[config.mk]
export PLATFORM = sky130hd
export DESIGN_NAME = unsigned_to_radix_ascii
export DESIGN_NICKNAME = d
export VERILOG_FILES = /design/src/uradix_pkg.sv /design/src/uradix_front.sv /design/src/uradix_back.sv /design/src/unsigned_to_radix_ascii.sv
export SDC_FILE = /design/constraint.sdc
export NUM_CORES = 1
export LEC_CHECK = 0
export ABC_AREA = 1
export BUFFER_PORTS_ARGS = -buffer_cell sky130_fd_sc_hd__buf_2
export CORE_UTILIZATION = 40
export DETAILED_ROUTE_END_ITERATION = 16
export PLACE_DENSITY_LB_ADDON = 0.08
export SLEW_MARGIN = 25
export SYNTH_ARGS = -nofsm -noshare
export SYNTH_HDL_FRONTEND = slang
export SYNTH_SLANG_ARGS = --single-unit
[constraint.sdc]
create_clock -name clk_i -period 35.6 [get_ports clk_i]
set_input_delay 10.68 -clock clk_i [delete_from_list [all_inputs] [get_ports clk_i]]
set_output_delay 10.68 -clock clk_i [all_outputs]
set_load 0.02 [all_outputs]
[src/uradix_pkg.sv]
// ----------------------------------------------------------------------------
// uradix_pkg
// Shared constants, types and functions of the unsigned to radix ASCII
// converter.
// ----------------------------------------------------------------------------
package uradix_pkg;

  localparam int unsigned VALUE_WIDTH = 64;
  localparam int unsigned NUMBER_W    = 64;
  localparam int unsigned RADIX_W     = 6;
  localparam int unsigned DIGIT_W     = 6;
  localparam int unsigned CHAR_W      = 7;

  localparam int unsigned DIGIT_SLOTS = 64;
  localparam int unsigned SLOT_W      = $clog2(DIGIT_SLOTS);
  localparam int unsigned COUNT_W     = $clog2(DIGIT_SLOTS + 1);

  localparam int unsigned BITS_PER_CYCLE = 8;
  localparam int unsigned DIV_STEPS      = (VALUE_WIDTH + BITS_PER_CYCLE - 1) / BITS_PER_CYCLE;
  localparam int unsigned SHIFT_W        = DIV_STEPS * BITS_PER_CYCLE;
  localparam int unsigned STEP_W         = (DIV_STEPS > 1) ? $clog2(DIV_STEPS) : 1;

  localparam int unsigned QUEUE_DEPTH = 2;
  localparam int unsigned QPTR_W      = $clog2(QUEUE_DEPTH);
  localparam int unsigned QCNT_W      = $clog2(QUEUE_DEPTH + 1);

  localparam logic [RADIX_W-1:0] RADIX_MIN     = RADIX_W'(2);
  localparam logic [RADIX_W-1:0] RADIX_MAX     = RADIX_W'(36);
  localparam logic [CHAR_W-1:0]  CHAR_ZERO     = CHAR_W'(48);
  localparam logic [CHAR_W-1:0]  CHAR_ALPHA    = CHAR_W'(65);
  localparam logic [DIGIT_W-1:0] DECIMAL_LIMIT = DIGIT_W'(10);

  typedef struct packed {
    logic [SHIFT_W-1:0] value;
    logic [RADIX_W-1:0] radix;
  } item_t;

  function automatic logic [CHAR_W-1:0] digit_to_ascii(input logic [DIGIT_W-1:0] d);
    logic [CHAR_W-1:0] c;
    if (d < DECIMAL_LIMIT) begin
      c = CHAR_ZERO + CHAR_W'(d);
    end else begin
      c = CHAR_ALPHA + CHAR_W'(d) - CHAR_W'(DECIMAL_LIMIT);
    end
    return c;
  endfunction

endpackage

[src/uradix_front.sv]
// ----------------------------------------------------------------------------
// uradix_front
// Accepts input transactions, clamps the radix, masks the value and holds
// the items in a short queue until the conversion engine takes them.
// ----------------------------------------------------------------------------
module uradix_front (
  input  logic                                clk_i,
  input  logic                                rst_ni,
  input  logic                                in_valid_i,
  output logic                                in_stall_o,
  input  logic [uradix_pkg::NUMBER_W-1:0]     number_i,
  input  logic [uradix_pkg::RADIX_W-1:0]      radix_i,
  output logic                                item_valid_o,
  input  logic                                item_take_i,
  output uradix_pkg::item_t                   item_o
);

  uradix_pkg::item_t                  queue_q [uradix_pkg::QUEUE_DEPTH];
  uradix_pkg::item_t                  new_item;
  logic [uradix_pkg::QPTR_W-1:0]      wr_ptr_q, wr_ptr_d;
  logic [uradix_pkg::QPTR_W-1:0]      rd_ptr_q, rd_ptr_d;
  logic [uradix_pkg::QCNT_W-1:0]      cnt_q, cnt_d;
  logic                               push;
  logic                               pop;

  always_comb begin
    new_item.value = uradix_pkg::SHIFT_W'(number_i[uradix_pkg::VALUE_WIDTH-1:0]);
    if (radix_i < uradix_pkg::RADIX_MIN) begin
      new_item.radix = uradix_pkg::RADIX_MIN;
    end else if (radix_i > uradix_pkg::RADIX_MAX) begin
      new_item.radix = uradix_pkg::RADIX_MAX;
    end else begin
      new_item.radix = radix_i;
    end
  end

  assign in_stall_o   = (cnt_q == uradix_pkg::QCNT_W'(uradix_pkg::QUEUE_DEPTH));
  assign push         = in_valid_i && !in_stall_o;
  assign item_valid_o = (cnt_q != '0);
  assign pop          = item_take_i && item_valid_o;
  assign item_o       = queue_q[rd_ptr_q];

  always_comb begin
    wr_ptr_d = push ? wr_ptr_q + 1'b1 : wr_ptr_q;
    rd_ptr_d = pop ? rd_ptr_q + 1'b1 : rd_ptr_q;
    cnt_d    = cnt_q + uradix_pkg::QCNT_W'(push) - uradix_pkg::QCNT_W'(pop);
  end

  always_ff @(posedge clk_i or negedge rst_ni) begin
    if (!rst_ni) begin
      wr_ptr_q <= '0;
      rd_ptr_q <= '0;
      cnt_q    <= '0;
    end else begin
      wr_ptr_q <= wr_ptr_d;
      rd_ptr_q <= rd_ptr_d;
      cnt_q    <= cnt_d;
    end
  end

  always_ff @(posedge clk_i) begin
    if (push) begin
      queue_q[wr_ptr_q] <= new_item;
    end
  end

endmodule

[src/uradix_back.sv]
// ----------------------------------------------------------------------------
// uradix_back
// Divides the value by the radix several quotient bits per cycle, stores
// each remainder as a digit and emits the digits most significant first.
// ----------------------------------------------------------------------------
module uradix_back (
  input  logic                              clk_i,
  input  logic                              rst_ni,
  input  logic                              item_valid_i,
  output logic                              item_take_o,
  input  uradix_pkg::item_t                 item_i,
  output logic                              out_valid_o,
  input  logic                              out_stall_i,
  output logic [uradix_pkg::CHAR_W-1:0]     digit_char_o,
  output logic                              final_digit_o
);

  localparam logic [1:0] ST_IDLE = 2'd0;
  localparam logic [1:0] ST_DIV  = 2'd1;
  localparam logic [1:0] ST_RD   = 2'd2;
  localparam logic [1:0] ST_WR   = 2'd3;

  logic [1:0]                          state_q, state_d;
  logic [uradix_pkg::SHIFT_W-1:0]      shift_q, shift_d;
  logic [uradix_pkg::DIGIT_W-1:0]      rem_q, rem_d;
  logic [uradix_pkg::RADIX_W-1:0]      radix_q, radix_d;
  logic [uradix_pkg::STEP_W-1:0]       step_q, step_d;
  logic [uradix_pkg::COUNT_W-1:0]      count_q, count_d;
  logic [uradix_pkg::SLOT_W-1:0]       rd_idx_q, rd_idx_d;
  logic                                out_valid_q, out_valid_d;
  logic [uradix_pkg::CHAR_W-1:0]       char_q, char_d;
  logic                                final_q, final_d;

  logic [uradix_pkg::DIGIT_W-1:0]      digit_mem [uradix_pkg::DIGIT_SLOTS];
  logic [uradix_pkg::DIGIT_W-1:0]      rd_data_q;
  logic                                mem_we;

  logic [uradix_pkg::SHIFT_W-1:0]      quot;
  logic [uradix_pkg::DIGIT_W-1:0]      rem_next;
  logic                                last_step;
  logic                                out_load;

  always_comb begin
    logic [uradix_pkg::DIGIT_W:0]   t;
    logic [uradix_pkg::DIGIT_W-1:0] r;
    logic [uradix_pkg::SHIFT_W-1:0] s;
    r = rem_q;
    s = shift_q;
    for (int i = 0; i < uradix_pkg::BITS_PER_CYCLE; i++) begin
      t = {r, s[uradix_pkg::SHIFT_W-1]};
      if (t >= (uradix_pkg::DIGIT_W+1)'(radix_q)) begin
        t = t - (uradix_pkg::DIGIT_W+1)'(radix_q);
        s = {s[uradix_pkg::SHIFT_W-2:0], 1'b1};
      end else begin
        s = {s[uradix_pkg::SHIFT_W-2:0], 1'b0};
      end
      r = t[uradix_pkg::DIGIT_W-1:0];
    end
    quot     = s;
    rem_next = r;
  end

  assign last_step   = (step_q == uradix_pkg::STEP_W'(uradix_pkg::DIV_STEPS - 1));
  assign item_take_o = (state_q == ST_IDLE) && item_valid_i;
  assign out_load    = (state_q == ST_WR) && (!out_valid_q || !out_stall_i);
  assign mem_we      = (state_q == ST_DIV) && last_step;

  always_comb begin
    state_d     = state_q;
    shift_d     = shift_q;
    rem_d       = rem_q;
    radix_d     = radix_q;
    step_d      = step_q;
    count_d     = count_q;
    rd_idx_d    = rd_idx_q;
    char_d      = char_q;
    final_d     = final_q;
    out_valid_d = out_load || (out_valid_q && out_stall_i);
    case (state_q)
      ST_IDLE: begin
        if (item_valid_i) begin
          shift_d = item_i.value;
          radix_d = item_i.radix;
          rem_d   = '0;
          step_d  = '0;
          count_d = '0;
          state_d = ST_DIV;
        end
      end
      ST_DIV: begin
        shift_d = quot;
        if (last_step) begin
          rem_d   = '0;
          step_d  = '0;
          count_d = count_q + 1'b1;
          if ((quot == '0) ||
              (count_q + 1'b1 == uradix_pkg::COUNT_W'(uradix_pkg::DIGIT_SLOTS))) begin
            rd_idx_d = count_q[uradix_pkg::SLOT_W-1:0];
            state_d  = ST_RD;
          end
        end else begin
          rem_d  = rem_next;
          step_d = step_q + 1'b1;
        end
      end
      ST_RD: begin
        state_d = ST_WR;
      end
      ST_WR: begin
        if (out_load) begin
          char_d  = uradix_pkg::digit_to_ascii(rd_data_q);
          final_d = (rd_idx_q == '0);
          if (rd_idx_q == '0) begin
            state_d = ST_IDLE;
          end else begin
            rd_idx_d = rd_idx_q - 1'b1;
            state_d  = ST_RD;
          end
        end
      end
      default: begin
        state_d = ST_IDLE;
      end
    endcase
  end

  always_ff @(posedge clk_i or negedge rst_ni) begin
    if (!rst_ni) begin
      state_q     <= ST_IDLE;
      step_q      <= '0;
      count_q     <= '0;
      rd_idx_q    <= '0;
      out_valid_q <= 1'b0;
    end else begin
      state_q     <= state_d;
      step_q      <= step_d;
      count_q     <= count_d;
      rd_idx_q    <= rd_idx_d;
      out_valid_q <= out_valid_d;
    end
  end

  always_ff @(posedge clk_i) begin
    shift_q <= shift_d;
    rem_q   <= rem_d;
    radix_q <= radix_d;
    char_q  <= char_d;
    final_q <= final_d;
  end

  always_ff @(posedge clk_i) begin
    if (mem_we) begin
      digit_mem[count_q[uradix_pkg::SLOT_W-1:0]] <= rem_next;
    end
    rd_data_q <= digit_mem[rd_idx_q];
  end

  assign out_valid_o   = out_valid_q;
  assign digit_char_o  = char_q;
  assign final_digit_o = final_q;

endmodule

[src/unsigned_to_radix_ascii.sv]
// ----------------------------------------------------------------------------
// unsigned_to_radix_ascii
// Converts an unsigned value to ASCII digits in radix 2 to 36, most
// significant digit first, with the last digit marked.
// ----------------------------------------------------------------------------
//   Channel   Direction  Handshake             Payload
//   in        input      in_valid_i/in_stall_o  number_i, radix_i
//   out       output     out_valid_o/out_stall_i digit_char_o, final_digit_o
//
// The engine takes one value at a time: it runs the eight-bit-per-cycle
// divider for each digit, then emits each digit through the registered
// digit memory read and the output register.
// A two-entry input queue accepts new values while the engine is busy.
// Reset is asynchronous and active low; it empties the queue and the output.
// A stalled output holds its digit and pauses the engine.
// ----------------------------------------------------------------------------
module unsigned_to_radix_ascii (
  input  logic                              clk_i,
  input  logic                              rst_ni,
  input  logic                              in_valid_i,
  output logic                              in_stall_o,
  input  logic [uradix_pkg::NUMBER_W-1:0]   number_i,
  input  logic [uradix_pkg::RADIX_W-1:0]    radix_i,
  output logic                              out_valid_o,
  input  logic                              out_stall_i,
  output logic [uradix_pkg::CHAR_W-1:0]     digit_char_o,
  output logic                              final_digit_o
);

  logic              item_valid;
  logic              item_take;
  uradix_pkg::item_t item;

  uradix_front u_front (
    .clk_i        (clk_i),
    .rst_ni       (rst_ni),
    .in_valid_i   (in_valid_i),
    .in_stall_o   (in_stall_o),
    .number_i     (number_i),
    .radix_i      (radix_i),
    .item_valid_o (item_valid),
    .item_take_i  (item_take),
    .item_o       (item)
  );

  uradix_back u_back (
    .clk_i         (clk_i),
    .rst_ni        (rst_ni),
    .item_valid_i  (item_valid),
    .item_take_o   (item_take),
    .item_i        (item),
    .out_valid_o   (out_valid_o),
    .out_stall_i   (out_stall_i),
    .digit_char_o  (digit_char_o),
    .final_digit_o (final_digit_o)
  );

endmodule

# After elaboration in Yosys (flattened, before gate mapping)
# Memory sizes are Yosys's and may differ from the RTL's. A register that Yosys moved wholly into a read port is not among the register bits.
# Cells that the tools add are included.
[word_totals]
ramBits = 524
reg_bits = 107
n_memories = 2
[mem_list]
columns = ["name", "depth", "word_bits", "read_ports", "rd_clocked_by_memory_dff", "wr", "line_no", "rtl"]
rows = [
  ["u_back.digit_mem", 64, 6, 1, 1, 1, "uradix_back.sv:34", "logic [uradix_pkg::DIGIT_W-1:0] digit_mem [uradix_pkg::DIGIT_SLOTS];"],
  ["u_front.queue_q", 2, 70, 1, 0, 1, "uradix_front.sv:18", "uradix_pkg::item_t queue_q [uradix_pkg::QUEUE_DEPTH];"],
]
[classes]
mux = 45
n_addsub = 18
eq_ne = 11
n_lt_le_gt_ge = 11
n_reduce_logical = 24
[op_table]
columns = ["cell", "count"]
rows = [
  ["64-bit case mux with 2 select lines", 1],
  ["6-bit 2-to-1 mux", 16],
  ["64-bit zero test", 1],
  ["64-bit 2-to-1 mux", 1],
  ["7-bit by 6-bit >= comparator with 1-bit output", 8],
  ["6-bit subtractor", 8],
  ["6-bit case mux with 2 select lines", 2],
  ["7-bit 2-to-1 mux", 3],
  ["7-bit case mux with 2 select lines", 1],
  ["1-bit 2-to-1 mux", 12],
  ["2-bit 2-to-1 mux", 5],
  ["2-bit case mux with 4 select lines", 1],
  ["6-bit by 6-bit adder with 7-bit output, first input constant", 1],
  ["7-bit by 1-bit adder with 7-bit output, second input constant", 1],
  ["7-bit by 6-bit adder with 7-bit output, first input constant", 1],
  ["7-bit equality test, second input constant", 1],
  ["7-bit by 4-bit subtractor with 7-bit output, second input constant", 1],
  ["2-bit equality test, second input constant", 3],
  ["6-bit > comparator, second input constant", 1],
  ["1-bit logical AND", 6],
  ["6-bit zero test", 1],
  ["6-bit by 2-bit less-than comparator with 1-bit output, second input constant", 1],
  ["6-bit by 4-bit less-than comparator with 1-bit output, second input constant", 1],
  ["3-bit 2-to-1 mux", 2],
  ["18 further kinds", 30],
]

# Logic depth before layout (Yosys ltp)
[logic_depth]
word_depth = 21
mapped_depth = 85

# Hierarchy
# From an unflattened synthesis, not the netlist that was laid out.
[hier_totals]
cells_unflattened = 2451
area_unflattened_um2 = 28096.9
[modules_own_cells]
columns = ["module", "n_inst", "cells_each", "area_per_inst_um2"]
rows = [
  ["uradix_back", 1, 2038, 22648.0],
  ["uradix_front", 1, 413, 5449.0],
]

# Worst setup path before layout
# No wires, ideal clock.
[synth_path]
path_kind = "input port to flip-flop"
from = "input in_valid_i"
to = "memory u_front.queue_q[1][0] in the netlist's numbering, enable pin"
n_path_buf = 0
slack_ns = 21.333
setup_time_ns = 0.500
stages = 2
t_arrival_ns = 13.767
path_cell_list = "o21ai_0 > nor2_1"
[synth_via]
elab_chain_cells = 3
[synth_rtl]
columns = ["item", "line_no", "rtl"]
rows = [
  ["start, declared", "unsigned_to_radix_ascii.sv:20", "input logic in_valid_i,"],
  ["1-bit logical AND", "uradix_front.sv:38", "assign push = in_valid_i && !in_stall_o;"],
  ["1-bit 2-to-1 mux", "uradix_front.sv:62", "if (push) begin"],
  ["1-bit 2-to-1 mux (implied by the code)", "uradix_front.sv:63", "queue_q[wr_ptr_q] <= new_item;"],
  ["end, declared", "uradix_front.sv:18", ""],
]
# No other way between the ends.

# Final worst setup path
[layout_path]
from = "register u_back.radix_q[1] in the netlist's numbering"
to = "memory u_back.digit_mem[12][0] in the netlist's numbering (data pin)"
[layout_via]
elab_chain_cells = 16
elab_cells_between_ends = 23
[layout_rtl]
columns = ["item", "line_no", "rtl"]
rows = [
  ["start, declared", "uradix_back.sv:26", "logic [uradix_pkg::RADIX_W-1:0] radix_q, radix_d;"],
  ["start signal, assigned", "uradix_back.sv:146", "radix_q <= radix_d;"],
  ["6-bit subtractor / 7-bit by 6-bit >= comparator with 1-bit output (equally long branches)", "uradix_back.sv:52, uradix_back.sv:51", ""],
  ["6-bit 2-to-1 mux", "uradix_back.sv:51", "if (t >= (uradix_pkg::DIGIT_W+1)'(radix_q)) begin"],
  ["6-bit subtractor / 7-bit by 6-bit >= comparator with 1-bit output (equally long branches)", "uradix_back.sv:52, uradix_back.sv:51", ""],
  ["6-bit 2-to-1 mux", "uradix_back.sv:51", ""],
  ["6-bit subtractor / 7-bit by 6-bit >= comparator with 1-bit output (equally long branches)", "uradix_back.sv:52, uradix_back.sv:51", ""],
  ["6-bit 2-to-1 mux", "uradix_back.sv:51", ""],
  ["6-bit subtractor / 7-bit by 6-bit >= comparator with 1-bit output (equally long branches)", "uradix_back.sv:52, uradix_back.sv:51", ""],
  ["6-bit 2-to-1 mux", "uradix_back.sv:51", ""],
  ["6-bit subtractor / 7-bit by 6-bit >= comparator with 1-bit output (equally long branches)", "uradix_back.sv:52, uradix_back.sv:51", ""],
  ["6-bit 2-to-1 mux", "uradix_back.sv:51", ""],
  ["7-bit by 6-bit >= comparator with 1-bit output / 6-bit subtractor (equally long branches)", "uradix_back.sv:51, uradix_back.sv:52", ""],
  ["6-bit 2-to-1 mux", "uradix_back.sv:51", ""],
  ["6-bit subtractor / 7-bit by 6-bit >= comparator with 1-bit output (equally long branches)", "uradix_back.sv:52, uradix_back.sv:51", ""],
  ["6-bit 2-to-1 mux", "uradix_back.sv:51", ""],
  ["7-bit by 6-bit >= comparator with 1-bit output (*)", "uradix_back.sv:51", ""],
  ["6-bit 2-to-1 mux (*)", "uradix_back.sv:51", ""],
  ["via u_back.rem_next, one bit", "uradix_back.sv:39", "logic [uradix_pkg::DIGIT_W-1:0] rem_next;"],
  ["end, declared", "uradix_back.sv:34", ""],
]
# Mark *: on every way through the listed nets, which the timed path passes. The rest lies on a longest branch.

==> impl_metrics.env <==
export IMPL_synth_cells=2350
export IMPL_drt_total_wl_mm=74.4
export IMPL_synth_seq_area_share_pct=68.0
export IMPL_reg2reg_to="u_back.digit_mem[12][0]$_DFFE_PP_"
export IMPL_layout_drive_gt1_share_pct=11.2
export IMPL_cts_hold_buf=0
export IMPL_dp_cells=3278
export IMPL_grt_pass1_wl_mm=113
export IMPL_first_pass_iters=5
export IMPL_grtUsageMet3_pct=3.58
export IMPL_synth_flop_cell="edfxtp_1"
export IMPL_arrival_ps=15380
export IMPL_place_congestion=0.873
export IMPL_htreeDepth=3
export IMPL_cts_buffer_depth=3
export IMPL_slew_headroom_pct=32.9
export IMPL_busiest_layer="met2"
export IMPL_syn_area_per_cell_um2=11.9
export IMPL_fp_dieArea_mm2=0.0708
export IMPL_cp_max_fo=64
export IMPL_synth_async_sr_flop_share_pct=3.61
export IMPL_dr_first_iter_drc_count=1358
export IMPL_drc_errors=0
export IMPL_viasPerCell=5.40
export IMPL_r2r_setup_slack_ps=20270
export IMPL_layout_common_cells="edfxtp_1, nor2_1, nand2_1"
export IMPL_period_needed_ps=15330
export IMPL_criticalPathCategory="reg -> reg"
export IMPL_clk_pin_slew_ps=60
export IMPL_syn_area_mm2=0.0279
export IMPL_area_growth_pct=12.9
export IMPL_hpwl_mm=45.5
export IMPL_met2_usage_pct=36.2
export IMPL_rows=96
export IMPL_finalSetupTns_ps=0
export IMPL_die_width_um=266
export IMPL_ctsRootBufferMaster="clkbuf_16"
export IMPL_synth_cell_type_count=56
export IMPL_final_common_cell="edfxtp_1"
export IMPL_insertion_delay_ps=620
export IMPL_routedWlPerCell_um=21.9
export IMPL_fillers=6279
export IMPL_drv_cap=0
export IMPL_cts_resized=0
export IMPL_utilization_pct=45.8
export IMPL_finalHoldViolCount=0
export IMPL_min_from="u_back.step_q[0]$_DFFE_PN0P_"
export IMPL_yosys_warnings=0
export IMPL_track_usage_pct=21.1
export IMPL_pin_count=84
export IMPL_slew_viol_final=0
export IMPL_dpl_cell_area_mm2=0.0293
export IMPL_status="finished clean"
export IMPL_die_y_um=266
export IMPL_critPathMaxStageDelay_ps=780
export IMPL_hold_path_endpoint="u_back.step_q[0]$_DFFE_PN0P_"
export IMPL_port_buffer_count=83
export IMPL_min_path_cells=1
export IMPL_stdcell_area_mm2=0.0315
export IMPL_finClkSkew_ps=19.5
export IMPL_grt_pass1_vias=18300
export IMPL_seqCellArea_mm2=0.0190
export IMPL_worstRegToRegCells=77
export IMPL_grt_overflow=0
export IMPL_period_share_pct=43.1
export IMPL_max_freq_ghz=0.0652
export IMPL_grt_max_degree=80
export IMPL_cts_sinks=637
export IMPL_ant_nets=0
export IMPL_synth_edf_count=608
export IMPL_hold_class="reg -> reg"
export IMPL_r2r_start="u_back.radix_q[1]$_DFFE_PP_"
export IMPL_rsz0062_at_grt="no"
export IMPL_stdcell_count=3402
export IMPL_numCtsBuffers=71
export IMPL_start_util_pct=40.5
export IMPL_antenna_found_initial=8
export IMPL_cts_setup_buffers=0
export IMPL_worst_slew_pin_slew_ps=1000
export IMPL_dr_total_vias=18400
export IMPL_nNetsFinal=2560
export IMPL_start_kind="flip-flop"
export IMPL_crit_slowest_cell="clkinv_2"
export IMPL_finalSetupViolCount=0
export IMPL_grt_use_met1_pct=27.7
export IMPL_end_kind="flip-flop"
export IMPL_required_ps=35640
export IMPL_core_area_mm2=0.0688
export IMPL_ys_seq_elements=637
export IMPL_crit_top_cell="nand2_1"
export IMPL_cts_tree="built"
export IMPL_multi_input_area_mm2=0.00804
export IMPL_syn_num_nets=2490
-- routing by layer --
metal  share of wire (%)  vias up
met5                0.11        -
met4                 2.3       14
met3                 4.3      124
met2                  50      449
met1                  43     9086
li1                    -     8705
-- worst max-delay path, delay by kind of cell (launching register included) --
kind | cells | cell delay, ps
adder cells (fa/ha/maj) | 8 | 2740
AO/OA/AOI/OAI | 28 | 5640
flip-flops | 1 | 630
buffers and inverters | 10 | 2210
AND/OR/NAND/NOR | 31 | 3480
-- worst max path at each step --
stage                                      from                                end  cells after the start
global placement    u_back.radix_q[1]$_DFFE_PP_  u_back.digit_mem[40][1]$_DFFE_PP_                     76
floorplan                            in_valid_i    u_front.queue_q[1][0]$_DFFE_PP_                      2
CTS                 u_back.radix_q[1]$_DFFE_PP_  u_back.digit_mem[63][3]$_DFFE_PP_                     79
finish              u_back.radix_q[1]$_DFFE_PP_  u_back.digit_mem[12][0]$_DFFE_PP_                     77
detailed placement  u_back.radix_q[1]$_DFFE_PP_  u_back.digit_mem[28][3]$_DFFE_PP_                     79
global route        u_back.radix_q[1]$_DFFE_PP_  u_back.digit_mem[14][0]$_DFFE_PP_                     76
-- stage by stage --
stage | hold WS (ps) | worst slack [ps]
after floorplan | 468 | 21330
after global placement | 487 | 21160
after detailed placement | 496 | 20650
after CTS | 503 | 20600
after global routing | 534 | 18700
final | 505 | 20270
-- state kept, by name (all words and copies together), names as in the netlist --
name                  cells
u_back.digit_mem        384
u_back.digit_char_o       7
u_front.rd_ptr_q          1
u_back.out_valid_o        1
u_back.shift_q           64
u_back.count_q            7
u_back.step_q             3
u_front.queue_q         140
u_front.cnt_q             2
u_back.radix_q            6
u_back.final_digit_o      1
u_back.rem_q              6
u_back.rd_idx_q           6
u_back.rd_data_q          6
u_back.state_q            2
u_front.wr_ptr_q          1
-- area by class of cell --
class / instances / area share (%)
sequential: 637 / 60.2
multi-input combinational: 1474 / 25.5
clock buffer: 93 / 6.07
tap: 931 / 3.70
timing repair buffer: 111 / 1.99
inverter: 125 / 1.51
clock inverter: 30 / 0.989
antenna: 1 / 0.00795
-- cell usage after synthesis (5+ instances only) --
library cell / number / share of area [%]
nand2_1: 287 / 3.9
nor2_1: 363 / 4.9
nor4_1: 21 / 0.47
nand2_4: 7 / 0.28
o21ai_0: 223 / 4.0
ha_1: 58 / 2.6
dfrtp_1: 23 / 2.1
a21oi_1: 150 / 2.7
dfxtp_1: 6 / 0.43
xnor2_1: 12 / 0.38
o211ai_1: 17 / 0.46
fa_1: 8 / 0.57
nand3_1: 47 / 0.84
inv_1: 116 / 1.6
nand3_2: 6 / 0.22
buf_2: 5 / 0.090
clkbuf_1: 100 / 1.3
nand3_4: 9 / 0.57
o22ai_1: 68 / 1.5
xor2_1: 28 / 0.88
nand2_2: 10 / 0.22
inv_2: 5 / 0.067
o221ai_1: 32 / 1.0
o21ai_1: 14 / 0.25
edfxtp_1: 608 / 65
buf_1: 6 / 0.081
nand4_1: 42 / 0.94
a32o_1: 6 / 0.22
a31oi_1: 23 / 0.52
-- cell families after synthesis --
logic type	share of synthesized area [%]
adders and majority gates	3.18
xor gates and xnor gates	1.26
and+or+nand+nor	12.9
DFF	68.0
buffers and inverters	3.33
AOI/OAI and AO/OA	11.3
Power is left out: the tool's default activity adds up to more than one toggle a clock period on the data nets, which glitch-free logic cannot reach.
